File: src/rtl/lpr_pkg.sv
// Shared types, codes and helpers for the IPv4 longest-prefix route table.
`default_nettype none

package lpr_pkg;

	localparam int TABLE_DEPTH_DEF = 16;

	// Operation codes.
	localparam logic [2:0] OP_ADD    = 3'd0;
	localparam logic [2:0] OP_REMOVE = 3'd1;
	localparam logic [2:0] OP_LOOKUP = 3'd2;
	localparam logic [2:0] OP_GET    = 3'd3;
	localparam logic [2:0] OP_FIND   = 3'd4;

	// Result status codes.
	localparam logic [1:0] ST_OK     = 2'd0;
	localparam logic [1:0] ST_NONE   = 2'd1;
	localparam logic [1:0] ST_FULL   = 2'd2;
	localparam logic [1:0] ST_BADIDX = 2'd3;

	typedef struct packed {
		logic [2:0]  operation;
		logic [31:0] key_addr;
		logic [31:0] key_mask;
		logic [31:0] next_hop;
		logic [7:0]  iface_id;
		logic [7:0]  slot;
	} req_t;

	typedef struct packed {
		logic [1:0]  status;
		logic [7:0]  slot_out;
		logic [31:0] route_subnet;
		logic [31:0] route_mask;
		logic [31:0] route_gateway;
		logic [7:0]  route_iface;
		logic [5:0]  prefix_len;
	} rsp_t;

	// One stored route as it sits in the table memory.
	typedef struct packed {
		logic [31:0] subnet;
		logic [31:0] mask;
		logic [31:0] gateway;
		logic [7:0]  iface;
	} route_t;

	// Commands from the controller to the datapath.
	typedef struct packed {
		logic load;
		logic walk_rd;
		logic slot_rd;
		logic commit;
		logic rsp_load;
	} cmd_t;

	// Status from the datapath to the controller.
	typedef struct packed {
		logic [2:0] op;
		logic       slot_bad;
		logic       walk_last;
	} sts_t;

	// Population count as a five-level tree of field-wise adds.
	function automatic logic [5:0] popcount32(input logic [31:0] v);
		logic [31:0] a;
		logic [31:0] b;
		logic [31:0] c;
		logic [31:0] d;
		logic [31:0] e;
		a = (v & 32'h5555_5555) + ((v >> 1) & 32'h5555_5555);
		b = (a & 32'h3333_3333) + ((a >> 2) & 32'h3333_3333);
		c = (b & 32'h0F0F_0F0F) + ((b >> 4) & 32'h0F0F_0F0F);
		d = (c & 32'h00FF_00FF) + ((c >> 8) & 32'h00FF_00FF);
		e = (d & 32'h0000_FFFF) + ((d >> 16) & 32'h0000_FFFF);
		return e[5:0];
	endfunction

endpackage

`default_nettype wire

File: src/rtl/lpr_ram.sv
// Generic single-write, single-read RAM with a registered read port.
`default_nettype none

module lpr_ram #(
	parameter int WIDTH = 8,
	parameter int DEPTH = 16,
	parameter int ADDR_W = (DEPTH > 1) ? $clog2(DEPTH) : 1
) (
	input  wire logic              clk,
	input  wire logic              we,
	input  wire logic [ADDR_W-1:0] waddr,
	input  wire logic [WIDTH-1:0]  wdata,
	input  wire logic              re,
	input  wire logic [ADDR_W-1:0] raddr,
	output logic      [WIDTH-1:0]  rdata
);

	logic [WIDTH-1:0] mem_q [DEPTH];
	logic [WIDTH-1:0] rdata_q;

	always_ff @(posedge clk) begin
		if (we) begin
			mem_q[waddr] <= wdata;
		end
		if (re) begin
			rdata_q <= mem_q[raddr];
		end
	end

	assign rdata = rdata_q;

endmodule

`default_nettype wire

File: src/rtl/lpr_ctrl.sv
// Controller state machine that sequences each request of the route table.
`default_nettype none

module lpr_ctrl (
	input  wire logic          clk,
	input  wire logic          arst_n,
	input  wire logic          req_valid,
	output logic               req_stall,
	output logic               rsp_valid,
	input  wire logic          rsp_stall,
	input  wire lpr_pkg::sts_t sts,
	output lpr_pkg::cmd_t      cmd
);

	import lpr_pkg::*;

	typedef enum logic [2:0] {
		S_IDLE,
		S_DECODE,
		S_WALK,
		S_SETTLE,
		S_FINISH
	} state_t;

	state_t state_q;
	logic   rsp_valid_q;
	logic   rsp_free;

	assign rsp_free  = !rsp_valid_q || !rsp_stall;
	assign req_stall = (state_q != S_IDLE);
	assign rsp_valid = rsp_valid_q;

	always_comb begin
		cmd = '0;
		unique case (state_q)
			S_IDLE: begin
				cmd.load = req_valid;
			end
			S_DECODE: begin
				cmd.slot_rd = ((sts.op == OP_GET) || (sts.op == OP_REMOVE)) && !sts.slot_bad;
			end
			S_WALK: begin
				cmd.walk_rd = 1'b1;
			end
			S_SETTLE: begin
				cmd = '0;
			end
			S_FINISH: begin
				cmd.commit   = rsp_free;
				cmd.rsp_load = rsp_free;
			end
			default: begin
				cmd = '0;
			end
		endcase
	end

	always_ff @(posedge clk or negedge arst_n) begin
		if (!arst_n) begin
			state_q     <= S_IDLE;
			rsp_valid_q <= 1'b0;
		end else begin
			if (cmd.rsp_load) begin
				rsp_valid_q <= 1'b1;
			end else if (rsp_valid_q && !rsp_stall) begin
				rsp_valid_q <= 1'b0;
			end
			unique case (state_q)
				S_IDLE: begin
					if (req_valid) begin
						state_q <= S_DECODE;
					end
				end
				S_DECODE: begin
					unique case (sts.op)
						OP_ADD, OP_LOOKUP, OP_FIND: begin
							state_q <= S_WALK;
						end
						OP_GET, OP_REMOVE: begin
							state_q <= sts.slot_bad ? S_FINISH : S_SETTLE;
						end
						default: begin
							state_q <= S_FINISH;
						end
					endcase
				end
				S_WALK: begin
					if (sts.walk_last) begin
						state_q <= S_SETTLE;
					end
				end
				S_SETTLE: begin
					state_q <= S_FINISH;
				end
				S_FINISH: begin
					if (rsp_free) begin
						state_q <= S_IDLE;
					end
				end
				default: begin
					state_q <= S_IDLE;
				end
			endcase
		end
	end

endmodule

`default_nettype wire

File: src/rtl/lpr_datapath.sv
// Datapath: request register, table memory, valid bits, slot compare and result register.
`default_nettype none

module lpr_datapath #(
	parameter int TABLE_DEPTH = lpr_pkg::TABLE_DEPTH_DEF
) (
	input  wire logic          clk,
	input  wire logic          arst_n,
	input  wire lpr_pkg::req_t req,
	input  wire lpr_pkg::cmd_t cmd,
	output lpr_pkg::sts_t      sts,
	output lpr_pkg::rsp_t      rsp
);

	import lpr_pkg::*;

	localparam int IDX_W   = (TABLE_DEPTH > 1) ? $clog2(TABLE_DEPTH) : 1;
	localparam int ROUTE_W = $bits(route_t);

	req_t             req_q;
	rsp_t             rsp_q;
	logic [TABLE_DEPTH-1:0] valid_q;
	logic [IDX_W-1:0] idx_q;
	logic             rd_s1;
	logic             vld_s1;
	logic [IDX_W-1:0] idx_s1;
	logic             hit_q;
	logic [IDX_W-1:0] best_idx_q;
	route_t           best_route_q;
	logic [5:0]       best_len_q;

	logic             rd_en;
	logic [IDX_W-1:0] rd_addr;
	route_t           ram_route;
	route_t           req_route;
	logic [5:0]       ram_len;
	logic [5:0]       req_len;
	logic             cand_hit;
	logic             slot_bad;
	logic             add_wr;
	logic [1:0]       status;

	assign slot_bad  = ({1'b0, req_q.slot} >= 9'(TABLE_DEPTH));
	assign rd_en     = cmd.walk_rd || cmd.slot_rd;
	assign rd_addr   = cmd.walk_rd ? idx_q : req_q.slot[IDX_W-1:0];
	assign req_route = '{subnet: req_q.key_addr, mask: req_q.key_mask,
		gateway: req_q.next_hop, iface: req_q.iface_id};
	assign ram_len   = popcount32(ram_route.mask);
	assign req_len   = popcount32(req_q.key_mask);
	assign add_wr    = cmd.commit && (req_q.operation == OP_ADD) && hit_q;

	assign sts.op        = req_q.operation;
	assign sts.slot_bad  = slot_bad;
	assign sts.walk_last = (idx_q == IDX_W'(TABLE_DEPTH - 1));

	lpr_ram #(
		.WIDTH (ROUTE_W),
		.DEPTH (TABLE_DEPTH)
	) u_ram (
		.clk   (clk),
		.we    (add_wr),
		.waddr (best_idx_q),
		.wdata (req_route),
		.re    (rd_en),
		.raddr (rd_addr),
		.rdata (ram_route)
	);

	// Decide whether the slot read last cycle becomes the new answer.
	always_comb begin
		cand_hit = 1'b0;
		if (rd_s1) begin
			unique case (req_q.operation)
				OP_ADD: begin
					cand_hit = !vld_s1 && !hit_q;
				end
				OP_LOOKUP: begin
					cand_hit = vld_s1 && ((req_q.key_addr & ram_route.mask) == ram_route.subnet)
						&& (!hit_q || (ram_len > best_len_q));
				end
				OP_FIND: begin
					cand_hit = vld_s1 && !hit_q && (ram_route.subnet == req_q.key_addr)
						&& (ram_route.mask == req_q.key_mask);
				end
				OP_GET, OP_REMOVE: begin
					cand_hit = vld_s1;
				end
				default: begin
					cand_hit = 1'b0;
				end
			endcase
		end
	end

	always_comb begin
		unique case (req_q.operation)
			OP_ADD: begin
				status = hit_q ? ST_OK : ST_FULL;
			end
			OP_GET, OP_REMOVE: begin
				status = slot_bad ? ST_BADIDX : (hit_q ? ST_OK : ST_NONE);
			end
			OP_LOOKUP, OP_FIND: begin
				status = hit_q ? ST_OK : ST_NONE;
			end
			default: begin
				status = ST_NONE;
			end
		endcase
	end

	always_ff @(posedge clk or negedge arst_n) begin
		if (!arst_n) begin
			valid_q <= '0;
			idx_q   <= '0;
			rd_s1   <= 1'b0;
			hit_q   <= 1'b0;
		end else begin
			rd_s1 <= rd_en;
			if (cmd.load) begin
				idx_q <= '0;
				hit_q <= 1'b0;
			end else begin
				if (cmd.walk_rd) begin
					idx_q <= idx_q + 1'b1;
				end
				if (cand_hit) begin
					hit_q <= 1'b1;
				end
			end
			if (cmd.commit && hit_q) begin
				if (req_q.operation == OP_ADD) begin
					valid_q[best_idx_q] <= 1'b1;
				end else if (req_q.operation == OP_REMOVE) begin
					valid_q[best_idx_q] <= 1'b0;
				end
			end
		end
	end

	always_ff @(posedge clk) begin
		if (cmd.load) begin
			req_q <= req;
		end
		if (rd_en) begin
			idx_s1 <= rd_addr;
			vld_s1 <= valid_q[rd_addr];
		end
		if (cand_hit) begin
			best_idx_q <= idx_s1;
			if (req_q.operation == OP_ADD) begin
				best_route_q <= req_route;
				best_len_q   <= req_len;
			end else begin
				best_route_q <= ram_route;
				best_len_q   <= ram_len;
			end
		end
		if (cmd.rsp_load) begin
			if (status == ST_OK) begin
				rsp_q.status        <= ST_OK;
				rsp_q.slot_out      <= 8'(best_idx_q);
				rsp_q.route_subnet  <= best_route_q.subnet;
				rsp_q.route_mask    <= best_route_q.mask;
				rsp_q.route_gateway <= best_route_q.gateway;
				rsp_q.route_iface   <= best_route_q.iface;
				rsp_q.prefix_len    <= best_len_q;
			end else begin
				rsp_q.status        <= status;
				rsp_q.slot_out      <= '0;
				rsp_q.route_subnet  <= '0;
				rsp_q.route_mask    <= '0;
				rsp_q.route_gateway <= '0;
				rsp_q.route_iface   <= '0;
				rsp_q.prefix_len    <= '0;
			end
		end
	end

	assign rsp = rsp_q;

	// A result must not be taken while a slot compare is still in flight.
	a_commit_after_compare: assert property (@(posedge clk) disable iff (!arst_n)
		cmd.commit |-> !rd_s1)
		else $error("commit issued while a slot compare is pending");

	a_no_bad_slot_read: assert property (@(posedge clk) disable iff (!arst_n)
		cmd.slot_rd |-> !slot_bad)
		else $error("table read issued for an out-of-range slot");

	a_add_sets_valid: assert property (@(posedge clk) disable iff (!arst_n)
		add_wr |=> valid_q[$past(best_idx_q)])
		else $error("added route did not become valid");

	a_one_read_source: assert property (@(posedge clk) disable iff (!arst_n)
		!(cmd.walk_rd && cmd.slot_rd))
		else $error("walk read and slot read issued together");

endmodule

`default_nettype wire

File: src/rtl/ipv4_longest_prefix_route_table.sv
// IPv4 route table with add, remove, get, find and longest-prefix lookup.
// Usage:
//   A request arrives on req (valid/stall); one result leaves on rsp for each request.
//   The block takes one request at a time: req_stall is high from acceptance until
//   the result has been loaded into the output register.
//   Add, lookup and find walk the table one slot per cycle through the table
//   memory's single read port, then settle and finish; the next request is taken
//   once the block is back in idle.
//   Get and remove read one slot: decode, settle and finish.
//   A bad index or an unknown operation goes from decode straight to finish.
//   Reset clears all valid bits, so the table starts empty; route data is not cleared.
//   When the receiver stalls, the result holds in the output register and the block
//   may already accept and work on the next request; it waits only to hand over
//   that next result until the register is free.
`default_nettype none

module ipv4_longest_prefix_route_table #(
	parameter int TABLE_DEPTH = lpr_pkg::TABLE_DEPTH_DEF
) (
	input  wire logic          clk,
	input  wire logic          arst_n,
	input  wire logic          req_valid,
	output logic               req_stall,
	input  wire lpr_pkg::req_t req,
	output logic               rsp_valid,
	input  wire logic          rsp_stall,
	output lpr_pkg::rsp_t      rsp
);

	import lpr_pkg::*;

	cmd_t cmd;
	sts_t sts;

	lpr_ctrl u_ctrl (
		.clk       (clk),
		.arst_n    (arst_n),
		.req_valid (req_valid),
		.req_stall (req_stall),
		.rsp_valid (rsp_valid),
		.rsp_stall (rsp_stall),
		.sts       (sts),
		.cmd       (cmd)
	);

	lpr_datapath #(
		.TABLE_DEPTH (TABLE_DEPTH)
	) u_datapath (
		.clk    (clk),
		.arst_n (arst_n),
		.req    (req),
		.cmd    (cmd),
		.sts    (sts),
		.rsp    (rsp)
	);

endmodule

`default_nettype wire
File: config.mk
export PLATFORM = sky130hd
export DESIGN_NAME = ipv4_longest_prefix_route_table
export DESIGN_NICKNAME = d
export VERILOG_FILES = /design/src/rtl/lpr_pkg.sv /design/src/rtl/lpr_ram.sv /design/src/rtl/lpr_ctrl.sv /design/src/rtl/lpr_datapath.sv /design/src/rtl/ipv4_longest_prefix_route_table.sv
export SDC_FILE = /design/constraint.sdc
export NUM_CORES = 2
export LEC_CHECK = 0
export BUFFER_PORTS_ARGS = -buffer_cell sky130_fd_sc_hd__buf_2
export CORE_MARGIN = 2
export CORE_UTILIZATION = 45
export CTS_BUF_LIST = sky130_fd_sc_hd__clkbuf_2
export DETAILED_ROUTE_END_ITERATION = 7
export PLACE_DENSITY_LB_ADDON = 0.3
export SLEW_MARGIN = 20
export SYNTH_ARGS = -nofsm -noshare
export SYNTH_HDL_FRONTEND = slang
export SYNTH_SLANG_ARGS = --single-unit
File: constraint.sdc
create_clock -name clk -period 31.2 [get_ports clk]
set_input_delay 1.56 -clock clk [delete_from_list [all_inputs] [get_ports clk]]
set_output_delay 1.56 -clock clk [all_outputs]
set_load 0.03 [all_outputs]
# Word level (Yosys, flattened, before mapping)
# Memories as Yosys holds them, arrays and structs flattened. A register that Yosys moved wholly into a read port is not among the register bits.
# Index checks and enable logic that the tools add are counted.
[classes]
n_addsub = 11
n_lt_le_gt_ge = 5
n_eq_ne = 15
n_mux = 33
bitwise = 4
reduce_logical = 34
[ops]
columns = ["operator", "count"]
rows = [
  ["two-way mux 104 bit", 1],
  ["== test 32 bit", 3],
  ["adder 31 x 31 -> 32 bit", 2],
  ["adder 30 x 30 -> 31 bit", 2],
  ["adder 28 x 27 -> 29 bit", 2],
  ["adder 22 x 21 -> 22 bit", 2],
  ["bitwise AND 32 bit", 1],
  ["two-way mux 16 bit", 2],
  ["bitwise AND 16 bit", 1],
  ["NOT 16 bit", 1],
  ["bitwise OR 16 bit", 1],
  ["case mux 3 bit (5 select lines)", 1],
  ["two-way mux 1 bit", 13],
  ["adder 6 bit", 2],
  ["== test 3 x 2 -> 1 bit, second input constant", 4],
  ["logical AND 1 bit", 12],
  ["two-way mux 3 bit", 4],
  ["two-way mux 4 bit", 3],
  ["less-than comparator 4 x 5 -> 1 bit, second input constant", 2],
  ["greater-or-equal comparator 8 x 5 -> 1 bit, second input constant", 1],
  ["nonzero test 2 bit", 4],
  ["== test 3 x 1 -> 1 bit, second input constant", 2],
  ["== test 3 bit, second input constant", 2],
  ["greater-than comparator 6 bit", 1],
  ["21 further kinds", 33],
]
[word_totals]
register_bits = 380
mem_bits_rw = 1664
input_bits = 119
out_inout_bits = 122
wordCells = 131
mem_count = 1
[mem_list]
columns = ["name", "depth", "word_bits", "rd", "rd_clocked_by_memory_dff", "wr", "line_no", "text"]
rows = [
  ["u_datapath.u_ram.mem_q", 16, 104, 1, 1, 1, "lpr_ram.sv:18", "logic [WIDTH-1:0] mem_q [DEPTH];"],
]

# Logic depth before layout (Yosys ltp)
[logic_depth]
depth_word = 12
depth_mapped = 22
mapped_depth_nobuf = 22

# Modules after synthesis
# A second synthesis with hierarchy kept.
[unflattened]
hier_cells = 4071
hier_area_um2 = 83323.7
[by_module_without_submodules]
columns = ["mod", "n_inst", "cells_per_inst", "area_each_um2", "seq_area_each_um2"]
rows = [
  ["lpr_ram", 1, 2662, 65290.1, 53090.9],
  ["lpr_datapath", 1, 1385, 17788.3, 11060.6],
  ["lpr_ctrl", 1, 24, 245.2, 100.1],
]

# Worst setup path before layout
# No wires, ideal clock.
[synth_path]
path_kind = "input -> register"
from = "input port rsp_stall"
to = "memory u_datapath.u_ram.mem_q[0][0] in the netlist's numbering, enable pin"
setup_time_ns = 0.568
arrival_ns = 12.699
required_time_ns = 30.632
setup_slack_ns = 17.933
cell_stages = 5
path_buffers = 1
cell_sequence = "a21oi_1 -> nor3b_1 -> or3b_2 -> clkbuf_1 -> nor2_1"
[synth_between]
elab_chain_len = 7
[synth_rtl]
columns = ["element", "line_no", "text"]
rows = [
  ["from (decl)", "ipv4_longest_prefix_route_table.sv:26", "input wire logic rsp_stall,"],
  ["logical NOT 1 bit", "lpr_ctrl.sv:29", "assign rsp_free = !rsp_valid_q || !rsp_stall;"],
  ["logical OR 1 bit", "lpr_ctrl.sv:29", ""],
  ["two-way mux 2 bit", "lpr_ctrl.sv:35", "unique case (state_q)"],
  ["logical AND 1 bit (2 in a row)", "lpr_datapath.sv:50", "assign add_wr = cmd.commit && (req_q.operation == OP_ADD) && hit_q;"],
  ["two-way mux 1 bit", "lpr_ram.sv:22", "if (we) begin"],
  ["two-way mux 1 bit (implied by the code)", "lpr_ram.sv:23", "mem_q[waddr] <= wdata;"],
  ["to (decl)", "lpr_ram.sv:18", ""],
]
# Every way passes these cells.

# Worst setup path after layout
[layout_path]
from = "register u_datapath.u_ram.rdata_q[42], in the netlist u_datapath.u_ram.rdata[42] (read register of u_datapath.u_ram.mem_q)"
to = "register u_datapath.best_route_q[96] in the netlist's numbering, enable pin"
[layout_between]
elab_chain_len = 10
word_cells_on_any_way = 15
[layout_rtl]
columns = ["element", "line_no", "text"]
rows = [
  ["from (decl)", "lpr_ram.sv:19", "logic [WIDTH-1:0] rdata_q;"],
  ["adder 31 x 31 -> 32 bit", "lpr_pkg.sv:71", "a = (v & 32'h5555_5555) + ((v >> 1) & 32'h5555_5555);"],
  ["adder 30 x 30 -> 31 bit", "lpr_pkg.sv:72", "b = (a & 32'h3333_3333) + ((a >> 2) & 32'h3333_3333);"],
  ["adder 28 x 27 -> 29 bit", "lpr_pkg.sv:73", "c = (b & 32'h0F0F_0F0F) + ((b >> 4) & 32'h0F0F_0F0F);"],
  ["adder 22 x 21 -> 22 bit", "lpr_pkg.sv:74", "d = (c & 32'h00FF_00FF) + ((c >> 8) & 32'h00FF_00FF);"],
  ["adder 6 bit", "lpr_pkg.sv:75", "e = (d & 32'h0000_FFFF) + ((d >> 16) & 32'h0000_FFFF);"],
  ["greater-than comparator 6 bit", "lpr_datapath.sv:79", "&& (!hit_q || (ram_len > best_len_q));"],
  ["logical OR 1 bit", "lpr_datapath.sv:79", ""],
  ["logical AND 1 bit", "lpr_datapath.sv:79", ""],
  ["case mux 1 bit (4 select lines) (*)", "lpr_datapath.sv:73", "unique case (req_q.operation)"],
  ["two-way mux 1 bit (*)", "lpr_datapath.sv:72", "if (rd_s1) begin"],
  ["named net u_datapath.cand_hit", "lpr_datapath.sv:38", "logic cand_hit;"],
  ["to (signal assigned)", "lpr_datapath.sv:152", "best_route_q <= req_route;"],
  ["to (signal assigned)", "lpr_datapath.sv:155", "best_route_q <= ram_route;"],
  ["to (decl)", "lpr_datapath.sv:29", "route_t best_route_q;"],
]
# The timed path passes the listed nets; every way through them passes the cells marked *.
# A chain may end at the register's enable or synchronous reset.

==> results.json <==
{
  "cts_setup_buffers": 0,
  "fin_crit_sh_pct": 21.9,
  "slew_headroom_pct": 18.1,
  "rows": 160,
  "start_util_pct": 45.3,
  "io_pins": 241,
  "finalPower_mw": 9.29,
  "core_um2": 190000,
  "die_y_um": 441,
  "ir_drop_uv": 184,
  "dr_total_vias": 56600,
  "leakagePower_nw": 35.4,
  "first_iter_violations": 6670,
  "startpoint_type": "register",
  "place_hpwl_um": 134000,
  "worst_pin_slew_ns": 1.23,
  "vias_per_cell": 5.67,
  "crit_arrival_ns": 8.17,
  "die-width_um": 441,
  "postPlaceCellArea_um2": 90000,
  "synth_area_leaders": "edfxtp_1 74%, nand2_1 8.6%, nand3_1 4.9%, a311oi_1 2.1%, and3_1 1.6%",
  "tritoncts": "built",
  "cp_slowest_stage_delay_ns": 0.77,
  "crit_family": "adder cells",
  "area_growth_syn_to_layout_pct": 11.6,
  "ant_nets": 0,
  "drt_pass1_iterations": 7,
  "drive_gt1_share_pct": 16.5,
  "track_usage_pct": 25.4,
  "hold_viol_final": 0,
  "slew_viol_final": 0,
  "sequentialPowerShare_pct": 40.5,
  "cts_buffer_depth": 4,
  "hold_class": "input port to register",
  "fillCellCount": 16300,
  "grt-ovfl-total": 0,
  "endpoint_kind": "register",
  "finalSetupTns_ns": 0,
  "power_density_nw_per_um2": 96.8,
  "synth_top_area_share_pct": 73.9,
  "cp_slowest_cell": "buf_4",
  "fin_nets": 7352,
  "gp_congestion": 0.941,
  "post_cts_resize_count": 0,
  "path_cells": "ha_1, ha_1, fa_1, fa_1, fa_1, ha_1, a21o_1, a21oi_1, nor2_1, o21ai_0, nand2b_1, ha_1, nand4_1, o221ai_1, nand3_1, nor4_1, a31oi_1, a21oi_4, buf_4",
  "grt_max_degree": 225,
  "synth.most_common_cell": "edfxtp_1",
  "status": "completed",
  "antenna_found_initial": 7,
  "final-setup-viol-count": 0,
  "yosysSeqAreaShare_pct": 74.7,
  "path_common_cell": "ha_1",
  "fmax_mhz": 146,
  "finalClockSkew_ns": 0.173,
  "synthArstFlopShare_pct": 1.21,
  "critPathBufInv": 1,
  "rsz0062_at_grt": "no",
  "grt_pass1_vias": 55800,
  "required_ns": 32.54,
  "synth_commonest_cells": "2,118 x edfxtp_1, 1,962 x nand2_1, 845 x nand3_1, 302 x clkbuf_1, 220 x and3_1",
  "maxCapViolations": 0,
  "clkSinkCount": 2144,
  "syn_area_um2": 86000,
  "cts_buffers": 567,
  "io_buffer_count": 236,
  "clkTransAtPathRegs_ns": 0.10,
  "ys.flop_type": "edfxtp_1",
  "clock-root-buffer": "clkbuf_2",
  "synth_edf_count": 2118,
  "ys_ff_latch": 2144,
  "wl_um": 250000,
  "yosys_warnings": 0,
  "p_int_mw": 5.55,
  "fin_crit_ns": 6.83,
  "grt_pass1_wl_um": 365000,
  "avgSynthCellArea_um2": 13.3,
  "ys_types": 59,
  "cts_hold_buf": 118,
  "worst-path-max-fanout": 60,
  "pwr-share-comb_pct": 39.1,
  "power_switching_mw": 3.73,
  "drc": 0,
  "power.share.clock_pct": 20.5,
  "clock_latency_ns": 1.89,
  "wl_per_cell_um": 25.0,
  "ctsHtreeMaxLevel": 6,
  "design_area_um2": 96000,
  "path_class": "register to register",
  "switching_share_pct": 40.2,
  "yosysTopAreaCell": "edfxtp_1",
  "syn_inst": 6462,
  "die_area_um2": 195000
}
-- final timing paths --
kind                                            start                           to  slack [ns]  cells past startpoint
max                        u_datapath.u_ram.rdata[42]  u_datapath.best_route_q[96]       24.37                     19
min                                           req[34]         u_datapath.req_q[34]        0.41                      2
max reg2reg                u_datapath.u_ram.rdata[42]  u_datapath.best_route_q[96]       24.37                     19
min reg2reg                      u_datapath.idx_s1[2]     u_datapath.best_idx_q[2]        0.41                      0
max in group asynchronous                      arst_n             u_datapath.hit_q       30.05                      2
min in group asynchronous                      arst_n            u_ctrl.state_q[0]        0.46                      2
-- layout by cell type (no fill, tap or decap), types with 105 or more instances in the layout --
master,instances
dlygate4sd3_1,118
a31oi_1,106
ha_1,105
nand3_1,845
a311oi_1,210
buf_4,108
buf_2,236
edfxtp_1,2118
nand2_1,1962
clkbuf_2,798
and3_1,220
-- power by group through the flow --
stage | clock network [mW] | registers [mW] | logic (mW)
2_1_floorplan | 0 | 3.84 | 2.42
3_3_place_gp | 0 | 3.81 | 3.64
3_5_place_dp | 0 | 3.82 | 3.62
4_1_cts | 1.95 | 3.76 | 3.65
5_1_grt | 2.09 | 3.77 | 4.04
6_report | 1.90 | 3.76 | 3.63
-- registers in the layout (all words and copies together) (netlist names), named ones only --
register / count
u_datapath.req_q: 112
u_datapath.vld_s1: 1
u_datapath.idx_s1: 4
u_datapath.best_route_q: 104
u_datapath.rd_s1: 1
u_datapath.idx_q: 4
u_datapath.sts: 3
u_datapath.hit_q: 1
u_datapath.u_ram.mem_q: 1664
u_datapath.best_len_q: 6
u_datapath.u_ram.rdata: 104
u_datapath.rsp: 116
u_ctrl.rsp_valid: 1
u_ctrl.state_q: 3
u_datapath.best_idx_q: 4
-- layout make-up --
type	count	area (um^2)	share of cell area [%]
flip-flops and latches	2144	64300	66.9
multi-input cells	3846	20100	20.9
clock buffers	798	3990	4.16
repair buffers	475	3430	3.58
well taps	2511	3140	3.27
clock inverters	136	807	0.841
inverters	64	260	0.271
diodes	7	17.5	0.0182
-- stage by stage --
| stage | hold slack (ns) | util, % | instances | setup WS (ns) |
|---|---|---|---|---|
| after floorplan | 0.400 | - | 6465 | 17.93 |
| final | 0.406 | 50.5 | 9981 | 24.37 |
| after global routing | 0.250 | 50.5 | 9981 | 24.06 |
| after detailed placement | 0.406 | 47.4 | 8922 | 24.49 |
| after global placement | 0.401 | 47.4 | 8922 | 24.51 |
| after CTS | 0.100 | 50.5 | 9974 | 24.35 |
-- logic make-up after synthesis --
logic type / synth area share [%]
AO/OA/AOI/OAI: 4.35
AND/OR/NAND/NOR: 15.8
flip-flops: 74.7
XOR/XNOR: 0.601
buffers and inverters: 2.22
adder cells (fa/ha/maj): 2.23
other: 0.00436
multiplexers: 0.0975
-- layer usage --
layer  part of all wire (%)  GRT usage, %
met1                     39          33.2
met3                    7.9          4.61
met5                 0.0052             0
met4                    4.0          11.0
met2                     49          41.9
Note: power is estimated with default switching activity, not from simulation.
